--- src/ipc_pkg.sv ---
`default_nettype none
package ipc_pkg;

   localparam int QUEUE_COUNT = 64;

   localparam int POS_W = 7;
   localparam int MASK_W = 64;
   localparam int QID_W = 6;

   // byte offsets inside the frame
   localparam logic [POS_W-1:0] POS_ETYPE_HI = 7'd12;
   localparam logic [POS_W-1:0] POS_ETYPE_LO = 7'd13;
   localparam logic [POS_W-1:0] POS_IHL = 7'd14;
   localparam logic [POS_W-1:0] POS_PROTO = 7'd23;
   localparam logic [POS_W-1:0] POS_MAX = 7'd127;
   localparam logic [POS_W-1:0] ETH_HDR_BYTES = 7'd14;

   // minimum last-byte positions (length - 1)
   localparam logic [POS_W-1:0] LAST_POS_ETH = 7'd13;
   localparam logic [POS_W-1:0] LAST_POS_IPV4 = 7'd33;

   localparam logic [15:0] ETYPE_IPV4 = 16'h0800;
   localparam logic [7:0] PROTO_TCP = 8'd6;

   localparam logic [15:0] MIRROR_ETYPE_RST = 16'h88B8;
   localparam logic [15:0] PORT_A_RST = 16'd102;
   localparam logic [15:0] PORT_B_RST = 16'd502;

   // register indexes
   localparam int CSR_IDX_W = 2;
   localparam logic [CSR_IDX_W-1:0] CSR_SOCKET_MASK = 2'd0;
   localparam logic [CSR_IDX_W-1:0] CSR_MIRROR_ETYPE = 2'd1;
   localparam logic [CSR_IDX_W-1:0] CSR_PORT_A = 2'd2;
   localparam logic [CSR_IDX_W-1:0] CSR_PORT_B = 2'd3;

   localparam int QDEPTH = 2;
   localparam int QPTR_W = (QDEPTH > 1) ? $clog2(QDEPTH) : 1;
   localparam int QCNT_W = $clog2(QDEPTH + 1);

   // one parsed frame handed from front to back
   typedef struct packed {
      logic [POS_W-1:0] last_pos;
      logic [15:0]      etype;
      logic [3:0]       hdr_words;
      logic [7:0]       proto;
      logic [15:0]      src_port;
      logic [15:0]      dst_port;
      logic [QID_W-1:0] rx_queue;
   } ipc_record_type;

   typedef struct packed {
      logic [MASK_W-1:0] socket_mask;
      logic [15:0]       mirror_etype;
      logic [15:0]       port_a;
      logic [15:0]       port_b;
   } ipc_cfg_type;

   typedef struct packed {
      logic valid;
      logic full;
   } ipc_qstat_type;

endpackage
`default_nettype wire

--- src/ipc_front.sv ---
`default_nettype none
module ipc_front (
   input  wire logic                   clock,
   input  wire logic                   reset,
   input  wire logic                   beat_take,
   input  wire logic [7:0]             frame_byte,
   input  wire logic                   last_byte,
   input  wire logic [ipc_pkg::QID_W-1:0] rx_queue,
   output logic                        rec_push,
   output ipc_pkg::ipc_record_type     rec_data
);
   import ipc_pkg::*;

   logic [POS_W-1:0] pos_ff, pos_in;
   logic [15:0]      etype_ff, etype_in;
   logic [3:0]       hw_ff, hw_in;
   logic [7:0]       proto_ff, proto_in;
   logic [15:0]      sport_ff, sport_in;
   logic [15:0]      dport_ff, dport_in;
   logic [POS_W-1:0] ports_at;
   logic [POS_W:0]   port_off;

   // header length is live at byte 14, so the port window may start there
   assign ports_at = ETH_HDR_BYTES + {1'b0, hw_in, 2'b00};
   assign port_off = {1'b0, pos_ff} - {1'b0, ports_at};

   always_comb begin
      etype_in = etype_ff;
      hw_in    = hw_ff;
      proto_in = proto_ff;
      sport_in = sport_ff;
      dport_in = dport_ff;
      if (pos_ff == POS_ETYPE_HI) begin
         etype_in = {frame_byte, etype_ff[7:0]};
      end else if (pos_ff == POS_ETYPE_LO) begin
         etype_in = {etype_ff[15:8], frame_byte};
      end
      if (pos_ff == POS_IHL) begin
         hw_in = frame_byte[3:0];
      end
      if (pos_ff == POS_PROTO) begin
         proto_in = frame_byte;
      end
      if (port_off[POS_W:2] == '0) begin
         case (port_off[1:0])
            2'd0: sport_in = {frame_byte, sport_ff[7:0]};
            2'd1: sport_in = {sport_ff[15:8], frame_byte};
            2'd2: dport_in = {frame_byte, dport_ff[7:0]};
            2'd3: dport_in = {dport_ff[15:8], frame_byte};
            default: sport_in = sport_ff;
         endcase
      end
      pos_in = (pos_ff == POS_MAX) ? pos_ff : pos_ff + 1'b1;
   end

   assign rec_push = beat_take && last_byte;

   always_comb begin
      rec_data.last_pos  = pos_ff;
      rec_data.etype     = etype_in;
      rec_data.hdr_words = hw_in;
      rec_data.proto     = proto_in;
      rec_data.src_port  = sport_in;
      rec_data.dst_port  = dport_in;
      rec_data.rx_queue  = rx_queue;
   end

   always_ff @(posedge clock) begin
      if (reset) begin
         pos_ff   <= '0;
         etype_ff <= '0;
         hw_ff    <= '0;
         proto_ff <= '0;
         sport_ff <= '0;
         dport_ff <= '0;
      end else if (beat_take) begin
         if (last_byte) begin
            pos_ff   <= '0;
            etype_ff <= '0;
            hw_ff    <= '0;
            proto_ff <= '0;
            sport_ff <= '0;
            dport_ff <= '0;
         end else begin
            pos_ff   <= pos_in;
            etype_ff <= etype_in;
            hw_ff    <= hw_in;
            proto_ff <= proto_in;
            sport_ff <= sport_in;
            dport_ff <= dport_in;
         end
      end
   end

endmodule
`default_nettype wire

--- src/ipc_queue.sv ---
`default_nettype none
module ipc_queue (
   input  wire logic                    clock,
   input  wire logic                    reset,
   input  wire logic                    push,
   input  wire ipc_pkg::ipc_record_type push_data,
   input  wire logic                    pop,
   output ipc_pkg::ipc_record_type      head,
   output ipc_pkg::ipc_qstat_type       stat
);
   import ipc_pkg::*;

   ipc_record_type      mem_ff [QDEPTH];
   logic [QPTR_W-1:0]   wr_ptr_ff, wr_ptr_in;
   logic [QPTR_W-1:0]   rd_ptr_ff, rd_ptr_in;
   logic [QCNT_W-1:0]   count_ff, count_in;

   assign head       = mem_ff[rd_ptr_ff];
   assign stat.valid = (count_ff != '0);
   assign stat.full  = (count_ff == QCNT_W'(QDEPTH));

   always_comb begin
      wr_ptr_in = wr_ptr_ff;
      rd_ptr_in = rd_ptr_ff;
      count_in  = count_ff;
      if (push) begin
         wr_ptr_in = (wr_ptr_ff == QPTR_W'(QDEPTH - 1)) ? '0 : wr_ptr_ff + 1'b1;
      end
      if (pop) begin
         rd_ptr_in = (rd_ptr_ff == QPTR_W'(QDEPTH - 1)) ? '0 : rd_ptr_ff + 1'b1;
      end
      if (push && !pop) begin
         count_in = count_ff + 1'b1;
      end else if (pop && !push) begin
         count_in = count_ff - 1'b1;
      end
   end

   always_ff @(posedge clock) begin
      if (reset) begin
         wr_ptr_ff <= '0;
         rd_ptr_ff <= '0;
         count_ff  <= '0;
      end else begin
         wr_ptr_ff <= wr_ptr_in;
         rd_ptr_ff <= rd_ptr_in;
         count_ff  <= count_in;
      end
   end

   always_ff @(posedge clock) begin
      if (push) begin
         mem_ff[wr_ptr_ff] <= push_data;
      end
   end

endmodule
`default_nettype wire

--- src/ipc_back.sv ---
`default_nettype none
module ipc_back (
   input  wire logic                    clock,
   input  wire logic                    reset,
   input  wire ipc_pkg::ipc_cfg_type    cfg,
   input  wire ipc_pkg::ipc_record_type rec,
   input  wire ipc_pkg::ipc_qstat_type  qstat,
   output logic                         rec_pop,
   output logic                         out_valid,
   input  wire logic                    out_stall,
   output logic                         out_verdict,
   output logic [ipc_pkg::QID_W-1:0]    out_queue
);
   import ipc_pkg::*;

   logic             valid_ff;
   logic             verdict_ff, verdict_in;
   logic [QID_W-1:0] queue_ff, queue_in;
   logic [POS_W-1:0] tcp_last_pos;
   logic             port_hit, mirror_hit, tcp_hit, queue_ok;

   // frame must be at least 14 + 4*IHL + 20 bytes long
   assign tcp_last_pos = LAST_POS_IPV4 + {1'b0, rec.hdr_words, 2'b00};

   assign port_hit = (rec.src_port == cfg.port_a) || (rec.dst_port == cfg.port_a) ||
                     (rec.src_port == cfg.port_b) || (rec.dst_port == cfg.port_b);

   assign mirror_hit = (rec.last_pos >= LAST_POS_ETH) && (rec.etype == cfg.mirror_etype);

   assign tcp_hit = (rec.last_pos >= LAST_POS_ETH) && (rec.etype == ETYPE_IPV4) &&
                    (rec.last_pos >= LAST_POS_IPV4) && (rec.proto == PROTO_TCP) &&
                    (rec.last_pos >= tcp_last_pos) && port_hit;

   assign queue_ok = ({1'b0, rec.rx_queue} < (QID_W + 1)'(QUEUE_COUNT)) &&
                     cfg.socket_mask[rec.rx_queue];

   assign verdict_in = (mirror_hit || tcp_hit) && queue_ok;
   assign queue_in   = verdict_in ? rec.rx_queue : '0;

   assign rec_pop = qstat.valid && (!valid_ff || !out_stall);

   always_ff @(posedge clock) begin
      if (reset) begin
         valid_ff <= 1'b0;
      end else if (rec_pop) begin
         valid_ff <= 1'b1;
      end else if (!out_stall) begin
         valid_ff <= 1'b0;
      end
   end

   always_ff @(posedge clock) begin
      if (rec_pop) begin
         verdict_ff <= verdict_in;
         queue_ff   <= queue_in;
      end
   end

   assign out_valid   = valid_ff;
   assign out_verdict = verdict_ff;
   assign out_queue   = queue_ff;

endmodule
`default_nettype wire

--- src/industrial_packet_classifier.sv ---
// Path: when a frame's last byte beat is taken, its record goes into the front-to-back
//   queue, then into the back's output register, which drives the verdict beat.
// Throughput: one frame byte, or one one-byte frame, per cycle while req_stall is low.
//   The two-entry queue sets how far the back may lag before req_stall rises.
// Reset: synchronous, active high; clears the parser, queue and output valid, and loads
//   the registers with mask 0, mirror type 0x88B8, ports 102 and 502.
`default_nettype none
module industrial_packet_classifier (
   input  wire logic                          clock,
   input  wire logic                          reset,
   // frame byte channel
   input  wire logic                          req_valid,
   output logic                               req_stall,
   input  wire logic [7:0]                    req_frame_byte,
   input  wire logic                          req_last_byte,
   input  wire logic [ipc_pkg::QID_W-1:0]     req_rx_queue,
   // verdict channel
   output logic                               rsp_valid,
   input  wire logic                          rsp_stall,
   output logic                               rsp_verdict,
   output logic [ipc_pkg::QID_W-1:0]          rsp_target_queue,
   // register write channel
   input  wire logic                          csr_valid,
   output logic                               csr_ready,
   input  wire logic [ipc_pkg::CSR_IDX_W-1:0] csr_index,
   input  wire logic [ipc_pkg::MASK_W-1:0]    csr_wdata
);
   import ipc_pkg::*;

   // ---------------------------------------------------------------------
   // Configuration registers. Writes are always taken; the block is
   // expected to be idle while they change.
   // ---------------------------------------------------------------------
   logic [MASK_W-1:0] mask_ff;
   logic [15:0]       mirror_ff;
   logic [15:0]       port_a_ff;
   logic [15:0]       port_b_ff;
   logic              csr_take;
   ipc_cfg_type       cfg;

   assign csr_ready = 1'b1;
   assign csr_take  = csr_valid && csr_ready;

   always_ff @(posedge clock) begin
      if (reset) begin
         mask_ff   <= '0;
         mirror_ff <= MIRROR_ETYPE_RST;
         port_a_ff <= PORT_A_RST;
         port_b_ff <= PORT_B_RST;
      end else if (csr_take) begin
         case (csr_index)
            CSR_SOCKET_MASK:  mask_ff   <= csr_wdata;
            CSR_MIRROR_ETYPE: mirror_ff <= csr_wdata[15:0];
            CSR_PORT_A:       port_a_ff <= csr_wdata[15:0];
            CSR_PORT_B:       port_b_ff <= csr_wdata[15:0];
            default:          mask_ff   <= mask_ff;
         endcase
      end
   end

   always_comb begin
      cfg.socket_mask  = mask_ff;
      cfg.mirror_etype = mirror_ff;
      cfg.port_a       = port_a_ff;
      cfg.port_b       = port_b_ff;
   end

   // ---------------------------------------------------------------------
   // Front: byte position tracking and header capture. Every byte beat is
   // taken unless the queue is full; the last byte pushes one record.
   // ---------------------------------------------------------------------
   logic           req_take;
   logic           q_push;
   logic           q_pop;
   ipc_record_type q_in;
   ipc_record_type q_head;
   ipc_qstat_type  q_stat;

   assign req_stall = q_stat.full;
   assign req_take  = req_valid && !req_stall;

   ipc_front u_front (
      .clock      (clock),
      .reset      (reset),
      .beat_take  (req_take),
      .frame_byte (req_frame_byte),
      .last_byte  (req_last_byte),
      .rx_queue   (req_rx_queue),
      .rec_push   (q_push),
      .rec_data   (q_in)
   );

   // short queue so the byte stream keeps moving while a verdict waits
   ipc_queue u_queue (
      .clock     (clock),
      .reset     (reset),
      .push      (q_push),
      .push_data (q_in),
      .pop       (q_pop),
      .head      (q_head),
      .stat      (q_stat)
   );

   // ---------------------------------------------------------------------
   // Back: match rules, socket mask lookup, registered verdict beat.
   // ---------------------------------------------------------------------
   ipc_back u_back (
      .clock       (clock),
      .reset       (reset),
      .cfg         (cfg),
      .rec         (q_head),
      .qstat       (q_stat),
      .rec_pop     (q_pop),
      .out_valid   (rsp_valid),
      .out_stall   (rsp_stall),
      .out_verdict (rsp_verdict),
      .out_queue   (rsp_target_queue)
   );

   // ---------------------------------------------------------------------
   // Checks
   // ---------------------------------------------------------------------
   // a pass verdict carries queue zero
   a_pass_queue_zero: assert property (@(posedge clock) disable iff (reset)
      (rsp_valid && !rsp_verdict) |-> (rsp_target_queue == '0))
      else $error("pass verdict with nonzero target queue");

   // the front never pushes into a full queue
   a_no_overflow: assert property (@(posedge clock) disable iff (reset)
      q_push |-> !q_stat.full)
      else $error("record pushed into full queue");

   // a new verdict beat only comes from a record that was waiting
   a_rsp_from_queue: assert property (@(posedge clock) disable iff (reset)
      $rose(rsp_valid) |-> $past(q_stat.valid))
      else $error("verdict beat without a queued record");

endmodule
`default_nettype wire

--- config.mk ---
export PLATFORM = sky130hd
export DESIGN_NAME = industrial_packet_classifier
export DESIGN_NICKNAME = d
export VERILOG_FILES = /design/src/ipc_pkg.sv /design/src/ipc_front.sv /design/src/ipc_queue.sv /design/src/ipc_back.sv /design/src/industrial_packet_classifier.sv
export SDC_FILE = /design/constraint.sdc
export NUM_CORES = 1
export LEC_CHECK = 0
export BUFFER_PORTS_ARGS = -buffer_cell sky130_fd_sc_hd__buf_2
export CORE_MARGIN = 1
export CORE_UTILIZATION = 35
export DETAILED_ROUTE_END_ITERATION = 16
export GPL_ROUTABILITY_DRIVEN = 0
export GPL_TIMING_DRIVEN = 0
export SYNTH_ARGS = -nofsm -noshare
export SYNTH_HDL_FRONTEND = slang
export SYNTH_HIERARCHICAL = 1
export SYNTH_SLANG_ARGS = --single-unit
--- constraint.sdc ---
create_clock -name clock -period 5.73 [get_ports clock]
set_input_delay 0.8595 -clock clock [delete_from_list [all_inputs] [get_ports clock]]
set_output_delay 0.8595 -clock clock [all_outputs]
set_load 0.1 [all_outputs]
# After elaboration in Yosys (flattened, before gate mapping)
# Memories as Yosys holds them, arrays and structs flattened. A register that Yosys moved wholly into a read port is not among the register bits.
# Index checks and enable logic that the tools add are counted.
[word_totals]
mem_count = 1
register_bits = 191
inputBits = 86
out_inout_bits = 10
ramBits = 146
elab_cells = 109
[memory_table]
columns = ["memory", "words", "width", "rd", "rd_ports_with_merged_regs", "write_ports", "line", "rtl"]
rows = [
  ["u_queue.mem_ff", 2, 73, 1, 1, 1, "ipc_queue.sv:13", "ipc_record_type mem_ff [QDEPTH];"],
]
[op_classes]
n_mux = 27
n_addsub = 8
magnitude_cmp = 4
eq_ne = 21
n_reduce_logical = 32
[ops]
columns = ["operator", "n"]
rows = [
  ["2-to-1 mux 16 bit", 6],
  ["equality test 16 bit", 5],
  ["case mux 16 bit (2 select lines)", 2],
  ["2-to-1 mux 8 bit", 3],
  ["equality test 7 x 4 -> 1 bit (second input constant)", 3],
  ["equality test 16 x 12 -> 1 bit (second input constant)", 1],
  ["2-to-1 mux 7 bit", 2],
  ["logical AND 1 bit", 12],
  ["equality test 2 bit (second input constant)", 5],
  ["AND reduction 2 bit", 5],
  ["2-to-1 mux 1 bit", 9],
  ["equality test 8 x 3 -> 1 bit (second input constant)", 1],
  ["2-to-1 mux 4 bit", 2],
  ["subtractor 7 x 7 -> 8 bit", 1],
  ["adder 4 x 6 -> 7 bit (first input constant)", 1],
  ["adder 6 x 6 -> 7 bit (first input constant)", 1],
  ["adder 7 x 1 -> 7 bit (second input constant)", 1],
  ["equality test 7 x 5 -> 1 bit (second input constant)", 1],
  ["equality test 7 bit (second input constant)", 1],
  [">= comparator 7 x 4 -> 1 bit (second input constant)", 1],
  [">= comparator 7 x 6 -> 1 bit (second input constant)", 1],
  [">= comparator 7 bit", 1],
  ["less-than comparator 6 x 7 -> 1 bit (second input constant)", 1],
  ["binary-select mux 1 bit (select 6 bit)", 1],
  ["12 further kinds", 25],
]

# Longest topological paths before layout
[depth]
ltp_word = 8
mapped_depth = 14
depth_no_buf = 12

# Modules after synthesis
# Netlist, hierarchy kept.
[by_module_without_submodules]
columns = ["mod", "cells_per_inst", "area_each_um2", "n_inst", "seq_area_each_um2"]
rows = [
  ["ipc_queue", 249, 5502.8, 1, 4484.3],
  ["industrial_packet_classifier", 450, 4785.8, 1, 2242.2],
  ["ipc_front", 457, 3907.5, 1, 1341.3],
  ["ipc_back", 193, 2020.7, 1, 230.2],
]

# Least setup slack after synthesis
# OpenSTA, ideal clock, no wires.
[synth_path]
kind = "input-to-reg"
startpoint = "input port req_valid"
endpoint = "memory u_queue/mem_ff[0][0] in the netlist's numbering, enable pin"
setup_time_ns = 0.513
t_arrival_ns = 4.803
required_time_ns = 5.217
setup_slack_ns = 0.413
path_stages = 5
path_buffers = 1
cell_sequence = "nor2b_1 > clkbuf_1 > nand2_1 > inv_1 > nor2b_1"
[synth_via]
elab_chain_cells = 4
[synth_lines]
columns = ["item", "line", "rtl"]
rows = [
  ["start: declaration", "industrial_packet_classifier.sv:12", "input wire logic req_valid,"],
  ["logical AND 1 bit", "industrial_packet_classifier.sv:80", "assign req_take = req_valid && !req_stall;"],
  ["logical AND 1 bit", "ipc_front.sv:56", "assign rec_push = beat_take && last_byte;"],
  ["via q_push", "industrial_packet_classifier.sv:73", "logic q_push;"],
  ["2-to-1 mux 1 bit", "ipc_queue.sv:52", "if (push) begin"],
  ["2-to-1 mux 1 bit (not written as such)", "ipc_queue.sv:53", "mem_ff[wr_ptr_ff] <= push_data;"],
  ["end: declaration", "ipc_queue.sv:13", ""],
]
# The timed path passes the listed nets, and every way through them passes these cells.

==> flow_summary.toml <==
[outcome]
status = "finished, final reports clean"

[yosys]
synth_flop_cell = "dfxtp_1"
yosysSeqAreaShare_pct = 51.17
syn_inst = 1349
synth_fp_nets = 1453
netlist_area_sq_mm = 0.01622
ys_async_sr_fraction_pct = 0
avgSynthCellArea_sq_um = 12.02
synth_seq_cells = 338
synth-edff-count = 153
yosys.cell_types.count = 61
synth_warnings = 6

[power_and_ir_drop]
combPwrFrac_pct = 21.9
p_leak_nw = 7.108
switchingPower_mw = 1.935
ir_drop_mv = 0.1765
power_density_mw_per_mm2 = 353.9
p_seq_share_pct = 40.7
switching_share_pct = 29.08
internal-power_mw = 4.718
clkPwrFrac_pct = 37.4

[cts]
cts_root_buf = "clkbuf_16"
cts_buffers = 39
clkSinkCount = 338
cts-htree-levels = 2
clock_latency_ps = 560
postCtsSetupBuffers = 0
cts_buffer_depth = 3
clk_pin_slew_ps = 60
tritoncts = "done"
cts_hold_buf = 0
post_cts_resized = 0

[cells_and_area]
fill_cells = 4328
diodes = 0
final_common_cell = "dfxtp_1"
stdcell_count = 2113
layout_common_cells = "dfxtp_1, nand2b_1, edfxtp_1"
syn_to_final_growth_pct = 15.92
nNetsFinal = 1586
final_area_sq_mm = 0.01880
drive_gt1_share_pct = 21.22

[floorplanning]
die_h_um = 217.3
start_util_pct = 35.58
die-area_sq_mm = 0.04720
core_sq_mm = 0.04558
boundaryPins = 96
row_count = 78
die_w_um = 217.3

[critical_path]
end_kind = "register"
cp.buffers_inverters = 3
slowest_stage = "a2111oi_4"
path_max_fanout = 10
worstPathArrival_ps = 4560
cp.required_ps = 6020
rrSetupSlack_ps = 1450
path_cells = "inv_1 -> ha_1 -> nand4_1 -> mux2_2 -> ha_1 -> inv_1 -> ha_1 -> a2111o_1 -> a2111oi_4 -> buf_6 -> nand2_1 -> a22o_1"
startpoint_type = "register"
cp_common_cell = "ha_1"
crit_family = "compound AO/OA/AOI/OAI gates"
cpPeakStageDelay_ps = 560
worstSetupPathType = "reg2reg"

[drt]
routedWlPerCell_um = 19.61
num_vias = 10770
wl_um = 41430
drtIter0Drc = 803
ant_nets = 0
via_per_inst = 5.097
drcViolationCount = 0
drtPass1Iterations = 5

[place]
dp_cells = 2041
hpwl_um = 30080
postPlaceCellArea_sq_mm = 0.01750
port_buffers = 88

[timing]
fmax_ghz = 0.2339
hold_viol_final = 0
period_minus_slack_ps = 4276
relSlewSlack_pct = 32.58
setup_viol = 0
rsz0062_at_grt = "no"
worstMarginPinSlew_ps = 1009
final.setup_skew_ps = 18.77
period_share_pct = 74.63
maxSlewViolCount = 0

[run]
maxCapViolCount = 0

[grt]
grt_use_met1_pct = 23.60
grt.total_usage_pct = 17.68
grt_pass1_vias = 10910
grtUsageMet2_pct = 28.62
grt_pass1_wl_um = 63910
top_usage_layer = "met2"
gr-total-overflow = 0
use_met3_pct = 2.614
antenna_found_initial = 0
grt_max_degree = 47

[min_path]
hp-class = "reg2reg"
## Yosys cell counts (2+ instances only)
cell / number / area, sq um
a2111o_1: 2 / 22.52
a211oi_1: 3 / 22.52
a21o_1: 3 / 22.52
a21oi_1: 43 / 215.2
a22o_1: 64 / 560.5
a22oi_1: 26 / 195.2
a2bb2oi_1: 2 / 17.52
a31oi_1: 2 / 12.51
and2_1: 6 / 37.54
and3_1: 2 / 12.51
buf_1: 8 / 30.03
buf_12: 7 / 140.1
buf_2: 8 / 40.04
buf_4: 16 / 120.1
buf_6: 12 / 135.1
clkbuf_1: 44 / 165.2
clkbuf_8: 4 / 55.05
dfxtp_1: 185 / 3704
edfxtp_1: 153 / 4594
ha_1: 18 / 225.2
inv_1: 20 / 75.07
mux2_2: 99 / 1115
mux2i_1: 120 / 1201
mux4_1: 14 / 367.9
mux4_2: 3 / 67.56
nand2_1: 8 / 30.03
nand2b_1: 165 / 1032
nand3_1: 67 / 335.3
nand3b_1: 2 / 15.01
nand3b_2: 3 / 33.78
nand4_1: 14 / 87.58
nor2_1: 69 / 259.0
nor2b_1: 6 / 37.54
nor3_1: 6 / 30.03
nor3b_1: 6 / 45.04
nor4_1: 21 / 131.4
nor4b_1: 3 / 26.28
o21ai_0: 4 / 20.02
or2_2: 3 / 18.77
xnor2_1: 15 / 131.4
xor2_1: 73 / 639.4
## layer usage
metal	wire length, um	share of wire [%]
met5	0	0
met4	1319	3.2
met3	1874	4.5
met2	19110	46
met1	19120	46
## metrics by stage
stage / setup TNS [ps] / setup WS [ps] / total power, mW / hold WS [ps] / util (%)
final: 0 / 1454 / 6.652 / 452.7 / 41.25
after floorplan: 0 / 413.2 / 3.838 / 423.7 / -
after global placement: -170500 / -2345 / 4.212 / 440.8 / 38.20
after CTS: 0 / 1496 / 6.737 / 455.0 / 41.25
after global routing: 0 / 1260 / 6.915 / 472.5 / 41.25
after detailed placement: 0 / 1508 / 4.225 / 446.0 / 38.40
## worst paths after layout
kind                                     endpoint                            from  depth (start not counted)
hold reg to reg   u_queue/mem_ff[1][69]$_DFFE_PP_  u_front/pos_ff[3]$_SDFFE_PP0P_                          0
setup / recovery   u_queue/mem_ff[0][6]$_DFFE_PP_  u_front/pos_ff[0]$_SDFFE_PP0P_                         12
setup reg to reg   u_queue/mem_ff[0][6]$_DFFE_PP_  u_front/pos_ff[0]$_SDFFE_PP0P_                         12
hold / removal    u_queue/mem_ff[1][69]$_DFFE_PP_  u_front/pos_ff[3]$_SDFFE_PP0P_                          0
## layout make-up
class                      count  area [sq um]  share of cell area, %
timing repair buffer          92         523.0                  2.782
inverter                      21         78.83                 0.4193
sequential                   338          8298                  44.14
clock buffer                  53          1161                  6.177
buffer                        99         685.7                  3.648
tap                          600         750.7                  3.994
clock inverter                19         136.4                 0.7255
multi-input combinational    891          7164                  38.11
## power groups by stage
stage / Sequential (mW) / Combinational, mW / Clock [mW]
after detailed placement: 2.76 / 1.47 / 0
after global placement: 2.77 / 1.44 / 0
final: 2.71 / 1.46 / 2.49
after global routing: 2.72 / 1.56 / 2.64
after CTS: 2.71 / 1.48 / 2.55
after floorplan: 2.88 / 0.954 / 0
## registers in the layout, indices dropped and copies added (netlist names), named ones only
signal,count
port_a_ff,16
u_back/out_queue,6
u_back/out_valid,1
u_front/pos_ff,7
u_queue/mem_ff,146
u_back/out_verdict,1
u_queue/wr_ptr_ff,1
u_front/etype_ff,16
u_front/dport_ff,16
u_front/hw_ff,4
u_queue/rd_ptr_ff,1
port_b_ff,16
mirror_ff,16
u_front/sport_ff,16
u_queue/count_ff,2
mask_ff,64
u_front/proto_ff,8
## worst register-to-register path, delay by kind of cell (launching register included)
family	cells	cell delay, ps
flip-flops	1	470
AO/OA/AOI/OAI	3	1340
adder cells (fa/ha/maj)	3	920
AND/OR/NAND/NOR	2	450
buffers and inverters	3	400
multiplexers	1	420
## kinds of logic (layout without fill, tap and decap cells)
family,after synthesis,in the layout,synth area share (%)
AND/OR/NAND/NOR,387,387,13.49
flip-flops,338,338,51.17
multiplexers,236,236,16.97
AO/OA/AOI/OAI,161,161,7.500
buffers and inverters,120,284,4.714
XOR/XNOR,88,88,4.753
adder cells (fa/ha/maj),18,18,1.389
other,1,1,0.02312
Note: power is estimated with default switching activity, not from simulation.
